===== config.mk =====
export PLATFORM = sky130hd
export DESIGN_NAME = page_sequence_word_framer
export DESIGN_NICKNAME = d
export VERILOG_FILES = /design/src/pswf_pkg.sv /design/src/page_sequence_word_framer.sv
export SDC_FILE = /design/constraint.sdc
export NUM_CORES = 1
export LEC_CHECK = 0
export ABC_CLOCK_PERIOD_IN_PS = 4450
export BUFFER_PORTS_ARGS = -buffer_cell sky130_fd_sc_hd__buf_2
export CELL_PAD_IN_SITES_DETAIL_PLACEMENT = 1
export CELL_PAD_IN_SITES_GLOBAL_PLACEMENT = 2
export CORE_MARGIN = 2
export CORE_UTILIZATION = 30
export CTS_CLUSTER_SIZE = 25
export DETAILED_ROUTE_END_ITERATION = 7
export PLACE_DENSITY_LB_ADDON = 0.25
export SLEW_MARGIN = 40
export SYNTH_ARGS = -nofsm -noshare
export SYNTH_HDL_FRONTEND = slang
export SYNTH_SLANG_ARGS = --single-unit

===== constraint.sdc =====
create_clock -name i_clk -period 4.45 [get_ports i_clk]
set_clock_uncertainty 0.1 [all_clocks]
set_input_delay 0.89 -clock i_clk [delete_from_list [all_inputs] [get_ports i_clk]]
set_output_delay 0.89 -clock i_clk [all_outputs]
set_load 0.005 [all_outputs]

===== src/pswf_pkg.sv =====
// Shared types and constants for the page sequence word framer.
// No dependencies; imported by page_sequence_word_framer and pswf_checker.
package pswf_pkg;

    localparam int unsigned PAGE_CHUNKS_DEF = 16;
    localparam int unsigned WORD_W          = 32;
    localparam int unsigned SLOT_W          = 4;
    localparam int unsigned DATA_PER_CHUNK  = 15;
    localparam int unsigned RAW_PER_CHUNK   = 16;
    localparam int unsigned LEAF_BIT        = 31;

    typedef enum logic {
        CMD_ENCODE = 1'b0,
        CMD_DECODE = 1'b1
    } t_cmd;

    typedef logic [WORD_W-1:0] t_word;
    typedef logic [SLOT_W-1:0] t_slot;

    typedef struct packed {
        t_word data_out;
        logic  is_header;
        logic  last;
        logic  mismatch;
    } t_result;

endpackage


===== src/page_sequence_word_framer.sv =====
// Page sequence word framer: inserts or strips one sequence word per 16-word chunk.
// Depends on pswf_pkg.
//
// Input channel (i_valid / o_ready) takes one word per handshake: a page word in
// encode mode (i_cmd = 0) or a raw framed word in decode mode (i_cmd = 1). The
// first encode word of a page also carries i_old_seq and i_is_leaf.
// Output channel (o_valid / i_ready) delivers result words from a result register.
// Results are registered: a word's first result shows on o_valid the cycle after
// the word is taken. Throughput: one word per cycle while i_ready stays high,
// except that an encode word opening a chunk yields a header and a data word; the
// data word waits in a second register and input is held off until it empties.
// Decode chunk headers produce no result: the page's first one loads the sequence
// word; later ones are checked against it. Mismatch shows on the page's last word.
// Reset clears the counters, sequence word, mismatch flag and both result slots.
// When the receiver stalls, the result register holds and o_ready stays high only
// while the second register is empty and the result register can take a new word.
module page_sequence_word_framer #(
    parameter int unsigned PAGE_CHUNKS = pswf_pkg::PAGE_CHUNKS_DEF
) (
    input  logic                    i_clk,
    input  logic                    i_rst_n,
    input  logic                    i_valid,
    output logic                    o_ready,
    input  logic                    i_cmd,
    input  pswf_pkg::t_word         i_data_in,
    input  pswf_pkg::t_word         i_old_seq,
    input  logic                    i_is_leaf,
    output logic                    o_valid,
    input  logic                    i_ready,
    output pswf_pkg::t_word         o_data_out,
    output logic                    o_is_header,
    output logic                    o_last,
    output logic                    o_mismatch
);
    import pswf_pkg::*;

    localparam int unsigned CHUNK_W = (PAGE_CHUNKS > 1) ? $clog2(PAGE_CHUNKS) : 1;
    localparam logic [CHUNK_W-1:0] CHUNK_LAST = CHUNK_W'(PAGE_CHUNKS - 1);
    localparam t_slot ENC_SLOT_END = t_slot'(DATA_PER_CHUNK - 1);
    localparam t_slot DEC_SLOT_END = t_slot'(RAW_PER_CHUNK - 1);

    t_word               r_seq,   n_seq;
    t_slot               r_slot,  n_slot;
    logic [CHUNK_W-1:0]  r_chunk, n_chunk;
    logic                r_mm,    n_mm;

    logic                r_out_vld,  n_out_vld;
    t_result             r_out,      n_out;
    logic                r_pend_vld, n_pend_vld;
    t_result             r_pend,     n_pend;

    logic    accept;
    logic    out_take;
    logic    gen_hdr;
    logic    gen_dat;
    t_result res_hdr;
    t_result res_dat;
    t_word   seq_new;
    logic    chunk_end;

    assign out_take = r_out_vld && i_ready;
    assign o_ready  = !r_pend_vld && (!r_out_vld || i_ready);
    assign accept   = i_valid && o_ready;

    assign seq_new   = {i_is_leaf, i_old_seq[LEAF_BIT-1:0] + (LEAF_BIT)'(1)};
    assign chunk_end = (r_chunk == CHUNK_LAST);

    always_comb begin
        n_seq   = r_seq;
        n_slot  = r_slot;
        n_chunk = r_chunk;
        n_mm    = r_mm;
        gen_hdr = 1'b0;
        gen_dat = 1'b0;
        res_hdr = '{data_out: r_seq, is_header: 1'b1, last: 1'b0, mismatch: 1'b0};
        res_dat = '{data_out: i_data_in, is_header: 1'b0, last: 1'b0, mismatch: 1'b0};
        case (t_cmd'(i_cmd))
            CMD_ENCODE: begin
                gen_dat = 1'b1;
                if (r_slot == '0) begin
                    gen_hdr = 1'b1;
                    if (r_chunk == '0) begin
                        n_seq            = seq_new;
                        res_hdr.data_out = seq_new;
                    end
                end
                if (r_slot >= ENC_SLOT_END) begin
                    n_slot       = '0;
                    n_chunk      = chunk_end ? '0 : r_chunk + CHUNK_W'(1);
                    res_dat.last = chunk_end;
                end else begin
                    n_slot = r_slot + t_slot'(1);
                end
            end
            CMD_DECODE: begin
                if (r_slot == '0) begin
                    if (r_chunk == '0) begin
                        n_seq = i_data_in;
                        n_mm  = 1'b0;
                    end else if (i_data_in != r_seq) begin
                        n_mm = 1'b1;
                    end
                    n_slot = t_slot'(1);
                end else begin
                    gen_dat = 1'b1;
                    if (r_slot == DEC_SLOT_END) begin
                        n_slot           = '0;
                        n_chunk          = chunk_end ? '0 : r_chunk + CHUNK_W'(1);
                        res_dat.last     = chunk_end;
                        res_dat.mismatch = chunk_end && r_mm;
                    end else begin
                        n_slot = r_slot + t_slot'(1);
                    end
                end
            end
            default: begin
                gen_dat = 1'b0;
            end
        endcase
    end

    always_comb begin
        n_out_vld  = r_out_vld;
        n_out      = r_out;
        n_pend_vld = r_pend_vld;
        n_pend     = r_pend;
        if (r_pend_vld) begin
            if (out_take) begin
                n_out      = r_pend;
                n_pend_vld = 1'b0;
            end
        end else if (accept && gen_hdr) begin
            n_out_vld  = 1'b1;
            n_out      = res_hdr;
            n_pend_vld = 1'b1;
            n_pend     = res_dat;
        end else if (accept && gen_dat) begin
            n_out_vld = 1'b1;
            n_out     = res_dat;
        end else if (out_take) begin
            n_out_vld = 1'b0;
        end
    end

    always_ff @(posedge i_clk) begin
        if (!i_rst_n) begin
            r_seq      <= '0;
            r_slot     <= '0;
            r_chunk    <= '0;
            r_mm       <= 1'b0;
            r_out_vld  <= 1'b0;
            r_pend_vld <= 1'b0;
        end else begin
            if (accept) begin
                r_seq   <= n_seq;
                r_slot  <= n_slot;
                r_chunk <= n_chunk;
                r_mm    <= n_mm;
            end
            r_out_vld  <= n_out_vld;
            r_pend_vld <= n_pend_vld;
        end
    end

    always_ff @(posedge i_clk) begin
        r_out  <= n_out;
        r_pend <= n_pend;
    end

    assign o_valid     = r_out_vld;
    assign o_data_out  = r_out.data_out;
    assign o_is_header = r_out.is_header;
    assign o_last      = r_out.last;
    assign o_mismatch  = r_out.mismatch;

endmodule


Word-level counts from Yosys, hierarchy flattened
Cells that the tools add are included.

Register bits after elaboration: 112. Bits of input ports: 70.

$add $sub $neg: 3. Magnitude comparators: 1. Equality and inequality tests: 9. Mux-type cells: 36. Bitwise gates (word level): 2. Reduce and logical (&&, ||, !) cells: 20.

Operators by type and width (count): two-way mux 32 bit (5); two-way mux 35 bit (4); case mux 32 bit (2 select lines) (1); != test 32 bit (1); adder 31 x 1 -> 31 bit (second input constant) (1); two-way mux 4 bit (7); case mux 4 bit (2 select lines) (2); two-way mux 1 bit (13); adder 4 x 1 -> 4 bit (second input constant) (2); == test 4 bit (second input constant) (2); logical NOT 4 bit (2); != test 2 x 1 -> 1 bit (second input constant) (4); AND reduction 4 bit (2); logical AND 1 bit (6); AND reduction 2 bit (3); nonzero test 3 bit (2); >= comparator 4 bit (second input constant) (1); two-way mux 2 bit (2); != test 2 bit (second input constant) (2); case mux 1 bit (2 select lines) (2); AND reduction 3 bit (1); logical NOT 1 bit (2); inverter 1 bit (2); nonzero test 2 bit (1); logical OR 1 bit (1).

Logic depth before layout (Yosys ltp)
Gate-level depths: netlist (run 1).

Word-level depth: 8. Depth in mapped cells: 10. Mapped depth without buffers: 7.

Worst setup path before layout (run 1)
OpenSTA, ideal clock, no wires.

Path kind: input port to flip-flop. Start: input port i_cmd. End: register r_out (netlist bit o_data_out[20]) (data pin). Data arrival time: 3.157 ns. Required time: 4.199 ns. Slack: 1.042 ns. Stages on the path: 8. Path buffers: 3. Path through: clkbuf_1 inv_1 clkbuf_1 nand3_1 inv_1 clkbuf_1 o21ai_0 o21ai_1.

RTL lines: from (decl) (RTL line page_sequence_word_framer.sv:24) `input logic i_cmd,`; to (signal assigned) (RTL line page_sequence_word_framer.sv:166) `r_out <= n_out;`; to (decl) (RTL line page_sequence_word_framer.sv:48) `t_result r_out, n_out;`.

Worst setup path after layout (run 1)
Start: register r_slot[0]. End: register r_seq[2].

Word-level cells in the longest chain between the ends: 3.

Ends and longest elaborated chain: from (decl) (RTL line page_sequence_word_framer.sv:43) `t_slot r_slot, n_slot;`; from (signal assigned) (RTL line page_sequence_word_framer.sv:156) `r_slot <= n_slot;`; logical NOT 4 bit (*) (RTL line page_sequence_word_framer.sv:80, page_sequence_word_framer.sv:96); two-way mux 32 bit or != test 2 x 1 -> 1 bit (tied branches); case mux 32 bit (2 select lines) or AND reduction 3 bit (tied branches); to (signal assigned) (RTL line page_sequence_word_framer.sv:155) `r_seq <= n_seq;`; to (decl) (RTL line page_sequence_word_framer.sv:42) `t_word r_seq, n_seq;`.

Mark *: on every way between the ends. The rest lies on a longest branch, timed or not. A chain may end at the register's enable or synchronous reset.

==> metrics.md, run 1 <==
| Metric | Value |
|---|---|
| Number of global-route vias before repair | `5928` |
| Leakage | `2.65 nW` |
| GRT Overall Usage | `20.4%` |
| CP Launch Type | `flip-flop` |
| Syn_nets | `732` |
| HP Start | `r_mm$_SDFFE_PN0P_` |
| Slew Viols, Final | `0` |
| Crit path from | `r_slot[0]$_SDFFE_PN0P_` |
| Number of synthesized flops with an enable pin | `69` |
| Post_cts resized | `0` |
| Largest net degree at the start of global routing | `57` |
| Top post-synthesis cells by area | `edfxtp_1, dfxtp_1, xnor2_1` |
| First-pass GRT wire length | `34.6 mm` |
| Vias | `5712` |
| ANT nets after route | `0` |
| CP max FO | `25` |
| Period minus WS final | `3.20 ns` |
| Worst flop-to-flop path startpoint | `r_slot[0]$_SDFFE_PN0P_` |
| Die height | `150 um` |
| Most common cell in the synthesized netlist | `edfxtp_1` |
| H-tree depth | `3` |
| Core Region | `21000 um^2` |
| Seq/Total Area, Yosys | `46.1%` |
| Synth cell types | `73` |
| Routed vias/inst | `5.61` |
| Final Hold Fails | `0` |
| CTS sink cnt | `112` |
| Crit. End Element | `flip-flop` |
| Final setup fails | `0` |
| #FFs+latches synth | `112` |
| Crit Path Class | `reg -> reg` |
| Avg Synthesized Cell Area | `9.71 um^2` |
| Max-cap violations | `0` |
| Antenna cells | `0` |
| First-pass detailed-route iteration total | `5` |
| Final cell count without fillers | `1018` |
| CTS root buf | `clkbuf_16` |
| Total gr overflow | `0` |
| Skew-Pair Late Insertion Delay | `0.36 ns` |
| DP Worst Slack | `1.22 ns` |
| Final nets | `814` |
| Initial Utilization | `30.4%` |
| CTS Buf Count | `9` |
| Post-Synthesis Cells | `656` |
| Wire per inst | `22.0 um` |
| Fmax | `313 MHz` |
| Synth top area share | `32.5%` |
| # IOs | `107` |
| Yosys warnings | `0` |
| Arr. time, crit path | `3.35 ns` |
| Unrepaired setup endpoints after global routing | `no` |
| Power per standard cell area | `372 nW/um^2` |
| Hold Buf Count CTS | `0` |
| Synth top cells by count | `edfxtp_1, nand2_1, dfxtp_1` |
| Worst min path class | `reg -> reg` |
| Area grow syn2layout | `17.1%` |
| Reg2Reg Setup Slack | `1.25 ns` |
| # DRC | `0` |
| Layout cells sized above 1 | `21.0%` |
| GPL Wtd Cong | `0.843` |
| Setup WS post-layout | `1.25 ns` |
| Yosys top cell by area | `edfxtp_1` |
| Rows | `53` |
| Setup TNS Final | `0 ns` |
| Initial DRC Count | `342` |
| I/O Buffers | `105` |
| WHS Path Cells | `2` |
| Status | `complete, no violations` |
| Ys async rst share | `0%` |
| DP Cell Count | `1002` |
| Initial antenna violation count | `1` |
| Reg2reg end | `r_seq[2]$_SDFFE_PN0P_` |
| Die area | `22400 um^2` |
| Predominant post-synthesis flop cell | `edfxtp_1` |
| Tcrit/Tclk final | `71.9%` |
| CTS tree | `built` |
| Max clock buf depth | `2` |
| Routed WL | `22.4 mm` |
| Clock-pin slew on the worst setup and hold paths | `0.08 ns` |
| Die W | `150 um` |
| Hold_ws | `0.383 ns` |
| Headroom to the max-slew limit | `46.6%` |
| Total setup buffers inserted after CTS | `0` |
| Transition time at the pin with the least slew margin | `0.801 ns` |
| VDD IR-drop max | `183 uV` |
| Synthesized area | `6370 um^2` |
| Post-DP HPWL | `15.7 mm` |
| Worst EP required | `4.61 ns` |
| Worst reg-to-reg path cell count | `9` |
| Finished Core Util | `35.6%` |
| Hold endpoint | `r_mm$_SDFFE_PN0P_` |
## layout by cell type (no fill, tap or decap), types with 7 or more instances in the layout
| cell type | netlist | final |
|---|---|---|
| a31oi_1 | 18 | 17 |
| nor4_1 | 12 | 12 |
| xor2_1 | 7 | 7 |
| nand3_1 | 25 | 25 |
| edfxtp_1 | 69 | 69 |
| o31ai_1 | 9 | 9 |
| a221o_1 | 10 | 10 |
| nor2_1 | 32 | 32 |
| a32oi_1 | 8 | 8 |
| nand4_1 | 19 | 19 |
| o21ai_0 | 28 | 27 |
| nand2_1 | 58 | 57 |
| and3_1 | 7 | 7 |
| dfxtp_1 | 43 | 43 |
| buf_2 | 8 | 105 |
| inv_1 | 13 | 13 |
| o211ai_1 | 11 | 11 |
| buf_4 | 3 | 13 |
| xnor2_1 | 37 | 37 |
| a211oi_1 | 11 | 11 |
| nor3_1 | 17 | 17 |
| a21oi_1 | 28 | 28 |
| a22oi_1 | 13 | 13 |
| o21ai_1 | 22 | 23 |
| clkbuf_16 | 0 | 10 |
## worst max-delay path by stage
stage	depth (start not counted)	slack (ns)	to
floorplan	8	1.04	o_data_out[20]$_DFFE_PP_
global placement	9	1.30	r_seq[2]$_SDFFE_PN0P_
detailed placement	9	1.22	r_seq[2]$_SDFFE_PN0P_
CTS	9	1.20	r_seq[2]$_SDFFE_PN0P_
global route	9	1.01	r_seq[10]$_SDFFE_PN0P_
finish	9	1.25	r_seq[2]$_SDFFE_PN0P_
## layer usage
layer	track usage (%)	up-vias	routed length, um
met5	0	-	13
met4	4.62	2	257
met3	3.66	16	907
met2	34.2	119	10600
met1	27.4	2867	10600
li1	-	2708	-
## cell families after synthesis
group	share of synthesized area, %
AOI/OAI and AO/OA	23.4
xor gates and xnor gates	6.05
adders and majority gates	1.18
buffers and inverters	4.11
DFF	46.1
muxes	1.16
and+or+nand+nor	18.1
## metrics by stage
stage / area (um^2) / total power [W]
2_1_floorplan: 6370 / 0.00167
3_3_place_gp: 7140 / 0.00192
3_5_place_dp: 7150 / 0.00194
4_1_cts: 7450 / 0.00281
5_1_grt: 7450 / 0.00291
6_report: 7450 / 0.00277
## cell type report
class | instances | area, um^2
fill | 2442 | 13500
multi-input combinational | 484 | 3200
sequential | 112 | 2930
timing repair buffer | 118 | 623
tap | 275 | 344
clock buffer | 11 | 264
inverter | 13 | 48.8
clock inverter | 5 | 41.3
## critical path, stage by stage, from the launching register on
cell      delay (ns)
dfxtp_1         0.36
inv_1           0.10
ha_1            0.17
nor3b_2         0.51
buf_4           0.29
nand2_1         0.21
a21oi_4         0.64
buf_4           0.41
o211ai_1        0.14
o211a_1         0.16
## where the power goes
group	internal (W)	switching, W	leakage (nW)
Combinational	0.000234	0.000411	1.50
Clock	0.000439	0.000418	0.153
Sequential	0.00122	0.0000525	0.999
Total	0.00189	0.000882	2.65
## sequential cells by signal (all words and copies together) (netlist names), 4 cells and up
signal	count
r_pend	34
r_chunk	4
o_data_out	32
r_seq	32
r_slot	4
(Power assumes the default switching activity.)
==> run 2, diff against run 1 <==
--- a/config.mk
+++ b/config.mk
@@ -5,7 +5,7 @@
 export SDC_FILE = /design/constraint.sdc
 export NUM_CORES = 1
 export LEC_CHECK = 0
-export ABC_CLOCK_PERIOD_IN_PS = 4450
+export ABC_CLOCK_PERIOD_IN_PS = 3000
 export BUFFER_PORTS_ARGS = -buffer_cell sky130_fd_sc_hd__buf_2
 export CELL_PAD_IN_SITES_DETAIL_PLACEMENT = 1
 export CELL_PAD_IN_SITES_GLOBAL_PLACEMENT = 2
==> constraint.sdc (replaced) <==
create_clock -name i_clk -period 3 [get_ports i_clk]
set_clock_uncertainty 0.1 [all_clocks]
set_input_delay 0.6 -clock i_clk [delete_from_list [all_inputs] [get_ports i_clk]]
set_output_delay 0.6 -clock i_clk [all_outputs]
set_load 0.005 [all_outputs]
==> run 2 against run 1 <==
Against the previous run:
- via count up 0.74%
- hold slack lost 0.0070 ns
- first-iteration DRC count fell by 18%
- combinational power rose by 53%
- non-clock buffer count increased by 11
- critical path depth fell by 1
- design area rose by 1.2%
- global-route usage is 0.072 points lower
- sequential share of layout area is 0.48 points lower
- die area stayed put
- count of clock-buffer cells in the layout decreased by 1
- critical endpoint is now r_seq[14]$_SDFFE_PN0P_
- largest power group unchanged
- highest routed layer is now met4
==> metrics.md, run 2 (synthesis results as in run 1) <==
| Metric | Value |
|---|---|
| Layout fillers | `2441 (was 2442)` |
| First-pass GRT wire length | `34.5 mm (was 34.6 mm)` |
| Tcrit/Tclk final | `88.1% (was 71.9%)` |
| Setup TNS Final | `0 ns (unchanged)` |
| Total setup buffers inserted after CTS | `0 (unchanged)` |
| CTS tree | `built (unchanged)` |
| Worst-path cell chain | `inv_1 > ha_1 > nor3b_1 > nand2_1 > buf_4 > nor2_1 > a21oi_1 > o221a_1 (was inv_1 > ha_1 > nor3b_2 > buf_4 > nand2_1 > a21oi_4 > buf_4 > o211ai_1 > o211a_1)` |
| Post_cts resized | `0 (unchanged)` |
| First-pass detailed-route iteration total | `5 (unchanged)` |
| Max-cap violations | `0 (unchanged)` |
| Multi-input logic area | `3190 um^2 (was 3200 um^2)` |
| Status | `complete, no violations (unchanged)` |
| CTS sink cnt | `112 (unchanged)` |
| Die W | `150 um (unchanged)` |
| Area grow syn2layout | `18.5% (was 17.1%)` |
| Setup WS post-layout | `0.357 ns (was 1.25 ns)` |
| Cell at the slowest stage of the critical path | `nor2_1 (was a21oi_4)` |
| Headroom to the max-slew limit | `60.8% (was 46.6%)` |
| Rows | `53 (unchanged)` |
| CTS root buf | `clkbuf_16 (unchanged)` |
| Final nets | `825 (was 814)` |
| CP max FO | `10 (was 25)` |
| Arr. time, crit path | `2.79 ns (was 3.35 ns)` |
| Layout cells sized above 1 | `22.1% (was 21.0%)` |
| # DRC | `0 (unchanged)` |
| Vias | `5754 (was 5712)` |
| Commonest non-fill, non-tap cell in the layout | `buf_2 (unchanged)` |
| DP Worst Slack | `0.258 ns (was 1.22 ns)` |
| Crit-path max cell delay | `0.43 ns (was 0.64 ns)` |
| Transition time at the pin with the least slew margin | `0.585 ns (was 0.801 ns)` |
| Initial DRC Count | `280 (was 342)` |
| Fmax | `378 MHz (was 313 MHz)` |
| CP Launch Type | `flip-flop (unchanged)` |
| Period minus WS final | `2.64 ns (was 3.20 ns)` |
| H-tree depth | `3 (unchanged)` |
| GRT Overall Usage | `20.3% (was 20.4%)` |
| Die area | `22400 um^2 (unchanged)` |
| Commonest cells after routing, fill and taps aside | `buf_2, edfxtp_1, nand2_1 (unchanged)` |
| Slew Viols, Final | `0 (unchanged)` |
| Wire per inst | `21.6 um (was 22.0 um)` |
| Finished Core Util | `36.0% (was 35.6%)` |
| CTS Buf Count | `9 (unchanged)` |
| Crit. End Element | `flip-flop (unchanged)` |
| Biggest register | `r_pend (unchanged)` |
| Initial Utilization | `30.4% (unchanged)` |
| Die height | `150 um (unchanged)` |
| Clock-pin slew on the worst setup and hold paths | `0.08 ns (about the same)` |
| GPL Wtd Cong | `0.867 (was 0.843)` |
| Core Region | `21000 um^2 (unchanged)` |
| Routed vias/inst | `5.59 (was 5.61)` |
| Final setup fails | `0 (unchanged)` |
| Routed WL | `22.2 mm (was 22.4 mm)` |
| Leakage | `2.71 nW (was 2.65 nW)` |
| Initial antenna violation count | `0 (was 1)` |
| Skew-Pair Late Insertion Delay | `0.36 ns (about the same)` |
| Crit Path Class | `reg -> reg (unchanged)` |
| I/O Buffers | `105 (unchanged)` |
| ANT nets after route | `0 (unchanged)` |
| # IOs | `107 (unchanged)` |
| Storage cell area | `2930 um^2 (unchanged)` |
| Total gr overflow | `0 (unchanged)` |
| Number of global-route vias before repair | `5875 (was 5928)` |
| VDD IR-drop max | `277 uV (was 183 uV)` |
| Largest net degree at the start of global routing | `41 (was 57)` |
| Hold Buf Count CTS | `0 (unchanged)` |
| Flip-flop count of the largest register after layout | `34 (unchanged)` |
| Post-DP HPWL | `16.2 mm (was 15.7 mm)` |
| Antenna cells | `0 (unchanged)` |
| Max clock buf depth | `2 (unchanged)` |
| Worst min path class | `in -> reg (was reg -> reg)` |
| Unrepaired setup endpoints after global routing | `no (unchanged)` |
| Final Hold Fails | `0 (unchanged)` |
| Worst EP required | `3.15 ns (was 4.61 ns)` |
| Power per standard cell area | `540 nW/um^2 (was 372 nW/um^2)` |
run 2: worst max-delay path, delay by kind of cell, from the launching register on:
family	cells	cell delay (ns)
AO/OA/AOI/OAI	2	0.38
AND/OR/NAND/NOR	3	1.13
buffers and inverters	2	0.41
flip-flops	1	0.34
adder cells (fa/ha/maj)	1	0.15
run 2: per-stage QoR:
| step | cell area [um^2] | cells | hold slack (ns) | total power, W |
|---|---|---|---|---|
| CTS | 7540 | 1029 | 0.364 | 0.00413 |
| global placement | 7260 | 1013 | 0.366 | 0.00288 |
| global route | 7540 | 1029 | 0.368 | 0.00428 |
| detailed placement | 7260 | 1013 | 0.378 | 0.00292 |
| finish | 7540 | 1029 | 0.376 | 0.00407 |
| floorplan | 6370 | 656 | 0.335 | 0.00248 |
run 2: final timing paths:
kind	endpoint	slack, ns	cells past startpoint	start
worst max-delay path	r_seq[14]$_SDFFE_PN0P_	0.36	8	r_chunk[0]$_SDFFE_PN0P_
worst min-delay path	r_pend[20]$_DFFE_PP_	0.38	1	i_data_in[17]
worst max register to register	r_seq[14]$_SDFFE_PN0P_	0.36	8	r_chunk[0]$_SDFFE_PN0P_
worst min register to register	r_seq[17]$_SDFFE_PN0P_	0.40	2	r_seq[17]$_SDFFE_PN0P_
run 2: cell type report:
type | instances | share of cell area (%)
Multi-Input combinational cell | 484 | 42.3
Sequential cell | 112 | 38.9
Timing Repair Buffer | 129 | 9.85
Tap cell | 275 | 4.56
Clock buffer | 10 | 3.17
Inverter | 13 | 0.647
Clock inverter | 6 | 0.564
run 2: per-layer routing:
metal / track usage [%] / share of wire (%) / vias up
li1: - / - / 2725
met1: 28.0 / 47 / 2866
met2: 33.2 / 47 / 141
met3: 2.74 / 4.3 / 22
met4: 5.75 / 1.7 / 0
met5: 0 / 0 / -
run 2: where the power goes:
part | total, W | internal (W) | switching (W)
clock | 0.00120 | 0.000592 | 0.000608
combinational | 0.000989 | 0.000377 | 0.000612
sequential | 0.00189 | 0.00180 | 0.0000825
